<file path="src/rtl/lcfp_pkg.sv">
// lcfp_pkg: shared types and constants for the LED command frame parser.
// No dependencies; used by every module of the block by scoped names.
`timescale 1ns / 1ps

package lcfp_pkg;

    localparam int FRAME_LENGTH = 7;
    localparam int POS_W        = 3;
    localparam int BYTE_W       = 8;
    localparam int STATUS_W     = 2;
    localparam int CFG_IDX_W    = 2;

    // frame byte positions
    localparam logic [POS_W-1:0] POS_HDR0    = 3'd0;
    localparam logic [POS_W-1:0] POS_HDR1    = 3'd1;
    localparam logic [POS_W-1:0] POS_LENGTH  = 3'd2;
    localparam logic [POS_W-1:0] POS_COMMAND = 3'd3;
    localparam logic [POS_W-1:0] POS_SWITCH  = 3'd4;
    localparam logic [POS_W-1:0] POS_LED     = 3'd5;

    // result status codes
    localparam logic [STATUS_W-1:0] STATUS_LED      = 2'd0;
    localparam logic [STATUS_W-1:0] STATUS_CHECKSUM = 2'd1;
    localparam logic [STATUS_W-1:0] STATUS_OTHER    = 2'd2;
    localparam logic [STATUS_W-1:0] STATUS_UNUSED   = 2'd3;

    // configuration register indexes
    localparam logic [CFG_IDX_W-1:0] CFG_FIRST_HEADER  = 2'd0;
    localparam logic [CFG_IDX_W-1:0] CFG_SECOND_HEADER = 2'd1;
    localparam logic [CFG_IDX_W-1:0] CFG_LED_COMMAND   = 2'd2;

    localparam logic [BYTE_W-1:0] RST_FIRST_HEADER  = 8'h55;
    localparam logic [BYTE_W-1:0] RST_SECOND_HEADER = 8'hAA;
    localparam logic [BYTE_W-1:0] RST_LED_COMMAND   = 8'h06;

    // frame queue between front and back
    localparam int QUEUE_DEPTH = 2;
    localparam int QUEUE_AW    = 1;
    localparam int QUEUE_CW    = 2;

    // classified frame as handed from front to back
    typedef struct packed {
        logic              sum_ok;
        logic              cmd_match;
        logic              switch_on;
        logic [BYTE_W-1:0] led_number;
    } frame_rec_t;

    typedef struct packed {
        logic full;
        logic empty;
    } queue_stat_t;

    typedef struct packed {
        logic [BYTE_W-1:0] first_header;
        logic [BYTE_W-1:0] second_header;
        logic [BYTE_W-1:0] led_command_code;
    } cfg_regs_t;

endpackage

</file>
<file path="src/rtl/lcfp_front.sv">
// lcfp_front: byte position tracking, header match, running XOR and frame
// classification. Depends on lcfp_pkg.
`timescale 1ns / 1ps

module lcfp_front
(
    input  logic                         clk,
    input  logic                         rst_n,
    input  logic                         byte_valid,
    input  logic [lcfp_pkg::BYTE_W-1:0]  byte_data,
    input  lcfp_pkg::cfg_regs_t          cfg,
    output logic                         rec_valid,
    output lcfp_pkg::frame_rec_t         rec
);

    logic [lcfp_pkg::POS_W-1:0]  pos_reg, pos_next;
    logic [lcfp_pkg::BYTE_W-1:0] xor_reg, xor_next;
    logic [lcfp_pkg::BYTE_W-1:0] cmd_reg, sw_reg, led_reg;

    always_comb
    begin
        pos_next  = pos_reg;
        xor_next  = xor_reg;
        rec_valid = 1'b0;
        if (byte_valid)
        begin
            unique case (pos_reg)
                lcfp_pkg::POS_HDR0:
                begin
                    if (byte_data == cfg.first_header)
                    begin
                        xor_next = byte_data;
                        pos_next = lcfp_pkg::POS_HDR1;
                    end
                    else
                    begin
                        pos_next = lcfp_pkg::POS_HDR0;
                    end
                end
                lcfp_pkg::POS_HDR1:
                begin
                    if (byte_data == cfg.second_header)
                    begin
                        xor_next = xor_reg ^ byte_data;
                        pos_next = lcfp_pkg::POS_LENGTH;
                    end
                    else
                    begin
                        pos_next = lcfp_pkg::POS_HDR0;
                    end
                end
                lcfp_pkg::POS_LENGTH, lcfp_pkg::POS_COMMAND,
                lcfp_pkg::POS_SWITCH, lcfp_pkg::POS_LED:
                begin
                    xor_next = xor_reg ^ byte_data;
                    pos_next = pos_reg + 3'd1;
                end
                default:
                begin
                    // checksum byte
                    rec_valid = 1'b1;
                    xor_next  = '0;
                    pos_next  = lcfp_pkg::POS_HDR0;
                end
            endcase
        end
    end

    always_comb
    begin
        rec.sum_ok     = (xor_reg == byte_data);
        rec.cmd_match  = (cmd_reg == cfg.led_command_code);
        rec.switch_on  = (sw_reg != '0);
        rec.led_number = led_reg;
    end

    always_ff @(posedge clk or negedge rst_n)
    begin
        if (!rst_n)
        begin
            pos_reg <= lcfp_pkg::POS_HDR0;
            xor_reg <= '0;
        end
        else
        begin
            pos_reg <= pos_next;
            xor_reg <= xor_next;
        end
    end

    always_ff @(posedge clk)
    begin
        if (byte_valid && pos_reg == lcfp_pkg::POS_COMMAND)
        begin
            cmd_reg <= byte_data;
        end
        if (byte_valid && pos_reg == lcfp_pkg::POS_SWITCH)
        begin
            sw_reg <= byte_data;
        end
        if (byte_valid && pos_reg == lcfp_pkg::POS_LED)
        begin
            led_reg <= byte_data;
        end
    end

endmodule

</file>
<file path="src/rtl/lcfp_queue.sv">
// lcfp_queue: short register queue of classified frames between front and back.
// Depends on lcfp_pkg.
`timescale 1ns / 1ps

module lcfp_queue
(
    input  logic                  clk,
    input  logic                  rst_n,
    input  logic                  wr_en,
    input  lcfp_pkg::frame_rec_t  wr_data,
    input  logic                  rd_en,
    output lcfp_pkg::frame_rec_t  rd_data,
    output lcfp_pkg::queue_stat_t stat
);

    lcfp_pkg::frame_rec_t entry_reg [lcfp_pkg::QUEUE_DEPTH];
    logic [lcfp_pkg::QUEUE_AW-1:0] wr_ptr_reg, wr_ptr_next;
    logic [lcfp_pkg::QUEUE_AW-1:0] rd_ptr_reg, rd_ptr_next;
    logic [lcfp_pkg::QUEUE_CW-1:0] count_reg, count_next;
    logic do_wr, do_rd;

    assign stat.full  = (count_reg == lcfp_pkg::QUEUE_CW'(lcfp_pkg::QUEUE_DEPTH));
    assign stat.empty = (count_reg == '0);
    assign do_wr      = wr_en && !stat.full;
    assign do_rd      = rd_en && !stat.empty;
    assign rd_data    = entry_reg[rd_ptr_reg];

    always_comb
    begin
        wr_ptr_next = do_wr ? wr_ptr_reg + 1'b1 : wr_ptr_reg;
        rd_ptr_next = do_rd ? rd_ptr_reg + 1'b1 : rd_ptr_reg;
        count_next  = count_reg;
        if (do_wr && !do_rd)
        begin
            count_next = count_reg + 1'b1;
        end
        else if (do_rd && !do_wr)
        begin
            count_next = count_reg - 1'b1;
        end
    end

    always_ff @(posedge clk or negedge rst_n)
    begin
        if (!rst_n)
        begin
            wr_ptr_reg <= '0;
            rd_ptr_reg <= '0;
            count_reg  <= '0;
        end
        else
        begin
            wr_ptr_reg <= wr_ptr_next;
            rd_ptr_reg <= rd_ptr_next;
            count_reg  <= count_next;
        end
    end

    always_ff @(posedge clk)
    begin
        if (do_wr)
        begin
            entry_reg[wr_ptr_reg] <= wr_data;
        end
    end

endmodule

</file>
<file path="src/rtl/lcfp_back.sv">
// lcfp_back: turns classified frames into result beats and holds the output
// register toward the consumer. Depends on lcfp_pkg.
`timescale 1ns / 1ps

module lcfp_back
(
    input  logic                                clk,
    input  logic                                rst_n,
    input  lcfp_pkg::queue_stat_t               q_stat,
    input  lcfp_pkg::frame_rec_t                q_data,
    output logic                                q_rd,
    input  logic                                out_pop,
    output logic                                out_valid,
    output logic [lcfp_pkg::STATUS_W-1:0]       out_status,
    output logic [lcfp_pkg::BYTE_W-1:0]         out_led,
    output logic                                out_on
);

    logic                              valid_reg, valid_next;
    logic [lcfp_pkg::STATUS_W-1:0]     status_reg, status_next;
    logic [lcfp_pkg::BYTE_W-1:0]       led_reg, led_next;
    logic                              on_reg, on_next;

    // refill the output register when it is empty or being drained
    assign q_rd = !q_stat.empty && (!valid_reg || out_pop);

    always_comb
    begin
        status_next = status_reg;
        led_next    = led_reg;
        on_next     = on_reg;
        valid_next  = valid_reg && !out_pop;
        if (q_rd)
        begin
            valid_next = 1'b1;
            priority if (!q_data.sum_ok)
            begin
                status_next = lcfp_pkg::STATUS_CHECKSUM;
                led_next    = '0;
                on_next     = 1'b0;
            end
            else if (!q_data.cmd_match)
            begin
                status_next = lcfp_pkg::STATUS_OTHER;
                led_next    = '0;
                on_next     = 1'b0;
            end
            else
            begin
                status_next = lcfp_pkg::STATUS_LED;
                led_next    = q_data.led_number;
                on_next     = q_data.switch_on;
            end
        end
    end

    always_ff @(posedge clk or negedge rst_n)
    begin
        if (!rst_n)
        begin
            valid_reg <= 1'b0;
        end
        else
        begin
            valid_reg <= valid_next;
        end
    end

    always_ff @(posedge clk)
    begin
        status_reg <= status_next;
        led_reg    <= led_next;
        on_reg     <= on_next;
    end

    assign out_valid  = valid_reg;
    assign out_status = status_reg;
    assign out_led    = led_reg;
    assign out_on     = on_reg;

endmodule

</file>
<file path="src/rtl/led_command_frame_parser.sv">
// LED command frame parser top level: config registers, front, queue, back.
// Takes one byte per cycle; input stalls only while the two-entry frame queue is full.
// A frame result is queued on the edge that accepts its checksum byte and then loaded
// into the output register driving the result ports once that register is free.
// Reset clears byte position, running XOR, queue and output valid; config
// registers return to 0x55, 0xAA and 0x06. Depends on lcfp_pkg.
`timescale 1ns / 1ps

module led_command_frame_parser
(
    input  logic                                clk,
    input  logic                                rst_n,
    input  logic                                push,
    output logic                                full,
    input  logic [lcfp_pkg::BYTE_W-1:0]         rx_byte,
    output logic                                empty,
    input  logic                                pop,
    output logic [lcfp_pkg::STATUS_W-1:0]       frame_status,
    output logic [lcfp_pkg::BYTE_W-1:0]         led_index,
    output logic                                led_turn_on,
    input  logic                                cfg_valid,
    output logic                                cfg_ready,
    input  logic [lcfp_pkg::CFG_IDX_W-1:0]      cfg_index,
    input  logic [lcfp_pkg::BYTE_W-1:0]         cfg_data
);

    lcfp_pkg::cfg_regs_t   cfg_reg;
    lcfp_pkg::frame_rec_t  front_rec, q_rec;
    lcfp_pkg::queue_stat_t q_stat;
    logic                  byte_acc, front_rec_valid, q_rd, out_valid;

    assign cfg_ready = 1'b1;
    assign full      = q_stat.full;
    assign byte_acc  = push && !full;
    assign empty     = !out_valid;

    always_ff @(posedge clk or negedge rst_n)
    begin
        if (!rst_n)
        begin
            cfg_reg.first_header     <= lcfp_pkg::RST_FIRST_HEADER;
            cfg_reg.second_header    <= lcfp_pkg::RST_SECOND_HEADER;
            cfg_reg.led_command_code <= lcfp_pkg::RST_LED_COMMAND;
        end
        else if (cfg_valid && cfg_ready)
        begin
            unique case (cfg_index)
                lcfp_pkg::CFG_FIRST_HEADER:  cfg_reg.first_header     <= cfg_data;
                lcfp_pkg::CFG_SECOND_HEADER: cfg_reg.second_header    <= cfg_data;
                lcfp_pkg::CFG_LED_COMMAND:   cfg_reg.led_command_code <= cfg_data;
                default:                     ; // unmapped index, write dropped
            endcase
        end
    end

    lcfp_front u_front
    (
        .clk        (clk),
        .rst_n      (rst_n),
        .byte_valid (byte_acc),
        .byte_data  (rx_byte),
        .cfg        (cfg_reg),
        .rec_valid  (front_rec_valid),
        .rec        (front_rec)
    );

    lcfp_queue u_queue
    (
        .clk     (clk),
        .rst_n   (rst_n),
        .wr_en   (front_rec_valid),
        .wr_data (front_rec),
        .rd_en   (q_rd),
        .rd_data (q_rec),
        .stat    (q_stat)
    );

    lcfp_back u_back
    (
        .clk        (clk),
        .rst_n      (rst_n),
        .q_stat     (q_stat),
        .q_data     (q_rec),
        .q_rd       (q_rd),
        .out_pop    (pop),
        .out_valid  (out_valid),
        .out_status (frame_status),
        .out_led    (led_index),
        .out_on     (led_turn_on)
    );

`ifndef SYNTHESIS
    a_status_code: assert property (@(posedge clk) disable iff (!rst_n)
        !empty |-> frame_status != lcfp_pkg::STATUS_UNUSED)
        else $error("unused status code on result port");

    a_error_zero_fields: assert property (@(posedge clk) disable iff (!rst_n)
        (!empty && frame_status != lcfp_pkg::STATUS_LED)
            |-> (led_index == '0 && !led_turn_on))
        else $error("error result carries LED fields");

    a_frame_queued: assert property (@(posedge clk) disable iff (!rst_n)
        front_rec_valid |=> !q_stat.empty)
        else $error("completed frame not held in queue");
`endif

endmodule
</file>
<file path="config.mk">
export PLATFORM = sky130hd
export DESIGN_NAME = led_command_frame_parser
export DESIGN_NICKNAME = d
export VERILOG_FILES = /design/src/rtl/lcfp_pkg.sv /design/src/rtl/lcfp_front.sv /design/src/rtl/lcfp_queue.sv /design/src/rtl/lcfp_back.sv /design/src/rtl/led_command_frame_parser.sv
export SDC_FILE = /design/constraint.sdc
export NUM_CORES = 1
export LEC_CHECK = 0
export BUFFER_PORTS_ARGS = -buffer_cell sky130_fd_sc_hd__clkbuf_2
export CAP_MARGIN = 20
export CORE_MARGIN = 2
export CORE_UTILIZATION = 63
export CTS_CLUSTER_DIAMETER = 40
export DETAILED_ROUTE_END_ITERATION = 8
export GPL_TIMING_DRIVEN = 1
export HOLD_SLACK_MARGIN = 0.1
export PLACE_DENSITY = 0.94
export RECOVER_POWER = 25
export SLEW_MARGIN = 20
export SYNTH_ARGS = -nofsm -noshare
export SYNTH_HDL_FRONTEND = slang
export SYNTH_SLANG_ARGS = --single-unit
export TNS_END_PERCENT = 5
</file>
<file path="constraint.sdc">
create_clock -name clk -period 8.1 [get_ports clk]
set_input_delay 0.405 -clock clk [delete_from_list [all_inputs] [get_ports clk]]
set_output_delay 0.405 -clock clk [all_outputs]
set_load 0.01 [all_outputs]
</file>
==> reports/metrics.csv <==
stage;metric;value;unit
global_routing;vias in the first global route;2508;
place;post-DP HPWL;5.351;mm
timing;RSZ-0062 raised after global routing;false;
cells_and_area;number of diodes;0;
floorplanning;Rows;29;
cells_and_area;# nets final;352;
worst_setup_path;WP data required;8.11;ns
cts;clock sinks;97;
min_path;Hold Crit Class;in2reg;
route;TritonRoute pass-1 iters;5;
synthesis;Post-Syn Nets;312;
route;DR vias/cell;6.037;
synthesis;Synth Register Bits;97;
global_routing;Total GRT Usage;22.22;%
cts;cts hold-fix bufs;0;
floorplanning;Die Wd;85.02;um
cts;clock root buffer master;clkbuf_8;
synthesis;Synth Warn #;0;
global_routing;initial antenna violation count;0;
cts;CTS Buf Count;9;
route;DR vias;2445;
timing;Worst Tran Pin Value;2.084;ns
route;routed len/inst;18.32;um
synthesis;Syn Std Cell Area;0.004135;mm2
synthesis;Yosys cell types;37;
synthesis;count leader, synth;edfxtp_1;
synthesis;Cells after Synth;283;
timing;min Tclk post-route;2.721;ns
floorplanning;Die Span Y;85.02;um
timing;final setup TNS;0;ns
cts;Clock Latency Late Sink;0.36;ns
cells_and_area;Area Overhead vs Synth;11.01;%
worst_setup_path;Setup CP Type;reg2reg;
power_and_ir_drop;leakage;1.694;nW
cts;H-tree levels;3;
global_routing;Overflow after GRT;0;
timing;clk_skew;0.01130;ns
cells_and_area;layout cells sized above 1;24.39;%
synthesis;sequential share of the synthesized area;65.90;%
timing;Final Max Slew Viols;41;
synthesis;Post-synth EDFFs;57;
global_routing;largest net degree at the start of global routing;41;
synthesis;post-synthesis area per instance;14.61;um2
timing;Worst slew margin;-38.91;%
floorplanning;core area;0.006350;mm2
route;initial drt markers;191;
cts;Max clock buf depth;2;
run_status;status;finished with violations;
synthesis;Yosys top cell by area;edfxtp_1;
synthesis;most instantiated cells after synthesis;edfxtp_1, xnor2_1, dfrtp_1;
cts;clock-pin slew on the worst setup and hold paths;0.10;ns
cts;post-cts sizing count;0;
place;Buffers on Ports;35;
power_and_ir_drop;PwrDens;269.2;mW/mm2
floorplanning;Top Ports;37;
timing;Final Cycle Share;33.59;%
cells_and_area;Core Util, Final;72.30;%
worst_setup_path;Worst setup EP type;register;
place;dpl ws;5.302;ns
route;DRC viols;0;
cts;CTS tree;done;
timing;final hold vios;0;
timing;worst setup margin;5.379;ns
cts;post-CTS setup buffer count;0;
synthesis;main area contributors after synthesis;edfxtp_1, dfrtp_1, xnor2_1;
place;routability cong.;0.8816;
worst_setup_path;CP Launch Type;register;
timing;number of setup violations in the final report;0;
floorplanning;die area;0.007228;mm2
synthesis;Yosys top cell area share;41.39;%
floorplanning;Initial Util;65.12;%
run;maxcap violations;1;
run_status;failing checks;max-capacitance violations, max-slew violations;
power_and_ir_drop;Peak VDD IR;221.5;uV
synthesis;Async S/R FF share, synth;41.24;%
timing;Max Fclk;0.3675;GHz
worst_setup_path;Crit Path Max Fanout;11;
synthesis;main flop type after synthesis;edfxtp_1;
route;Final ANT Viol Nets;0;
route;DRT Wirelength;7.420;mm
global_routing;first-pass GRT wire length;12.10;mm
cells_and_area;max reg flops;24;
worst_setup_path;Arr. time, crit path;2.73;ns
## cells in the final DEF, fill, tap and decap left out, drive strengths merged, types with 2 or more instances in the layout
master | synthesis | routed
inv | 8 | 12
dfstp | 10 | 10
dfrtp | 30 | 30
nand2 | 5 | 5
clkinv | 0 | 2
a21oi | 2 | 2
nand2b | 12 | 12
nor2 | 18 | 18
edfxtp | 57 | 57
nor4 | 3 | 3
o21ai | 11 | 11
nand3b | 2 | 2
mux2 | 25 | 25
xor2 | 3 | 3
ha | 6 | 6
a32o | 8 | 8
nand4 | 17 | 17
and3 | 2 | 2
xnor2 | 34 | 34
clkbuf | 2 | 44
and2 | 3 | 3
mux2i | 10 | 10
## where the power goes
part	switching [mW]	total (mW)	internal [mW]
combinational	0.118	0.234	0.117
clock	0.176	0.325	0.149
sequential	0.0642	0.676	0.612
## final timing paths
path,slack [ns],startpoint,depth (start not counted),endpoint
setup / recovery,5.38,u_front.pos_reg[0]$_DFFE_PN0N_,6,u_queue.entry_reg[1][5]$_DFFE_PP_
hold / removal,0.30,pop,3,u_back.out_valid$_DFF_PN0_
setup reg to reg,5.38,u_front.pos_reg[0]$_DFFE_PN0N_,6,u_queue.entry_reg[1][5]$_DFFE_PP_
hold reg to reg,0.45,u_front.led_reg[2]$_DFFE_PP_,0,u_queue.entry_reg[1][2]$_DFFE_PP_
max in group asynchronous,6.28,rst_n,1,u_front.pos_reg[2]$_DFFE_PN0N_
min in group asynchronous,0.63,rst_n,1,cfg_reg[4]$_DFFE_PN0P_
## kinds of logic (layout without fill, tap and decap cells)
| kind of cell | count (synthesis) | in the layout | synth area share [%] |
|---|---|---|---|
| buffers and inverters | 14 | 59 | 1.422 |
| adder cells (fa/ha/maj) | 6 | 6 | 1.815 |
| AND/OR/NAND/NOR | 67 | 67 | 8.926 |
| AO/OA/AOI/OAI | 26 | 26 | 4.781 |
| other | 1 | 1 | 0.09068 |
| multiplexers | 35 | 35 | 9.229 |
| flip-flops | 97 | 97 | 65.90 |
| XOR/XNOR | 37 | 37 | 7.837 |
## layout make-up
cell class | instances | area [um2]
multi-input combinational | 172 | 1366
clock inverter | 7 | 85.08
timing repair buffer | 35 | 163.9
tap | 77 | 96.34
fill | 391 | 1759
sequential | 97 | 2725
inverter | 8 | 30.03
clock buffer | 9 | 123.9
## metal layers
metal | track usage (%) | routed length (um)
met1 | 27.32 | 3085
met4 | 12.99 | 231
met2 | 36.93 | 3720
met3 | 4.086 | 383
met5 | 0 | 0
## critical path: stages (launching register included)
cell and delay, ns:
dfrtp_1 0.44, ha_1 0.23, ha_1 0.19, nor2_1 0.17, nand3_1 0.36, nor3_1 0.49, and2_1 0.49
## per-stage QoR
stage               cell area, um2  cells  power [mW]  hold WS (ns)
finish                        4591    405       1.236        0.3008
global route                  4591    405       1.287        0.3049
CTS                           4593    405       1.241        0.2179
detailed placement            4384    389      0.9200        0.4313
global placement              4384    389      0.8981        0.4301
floorplan                     4135    283      0.8397        0.1094
(Power assumes the default switching activity.)
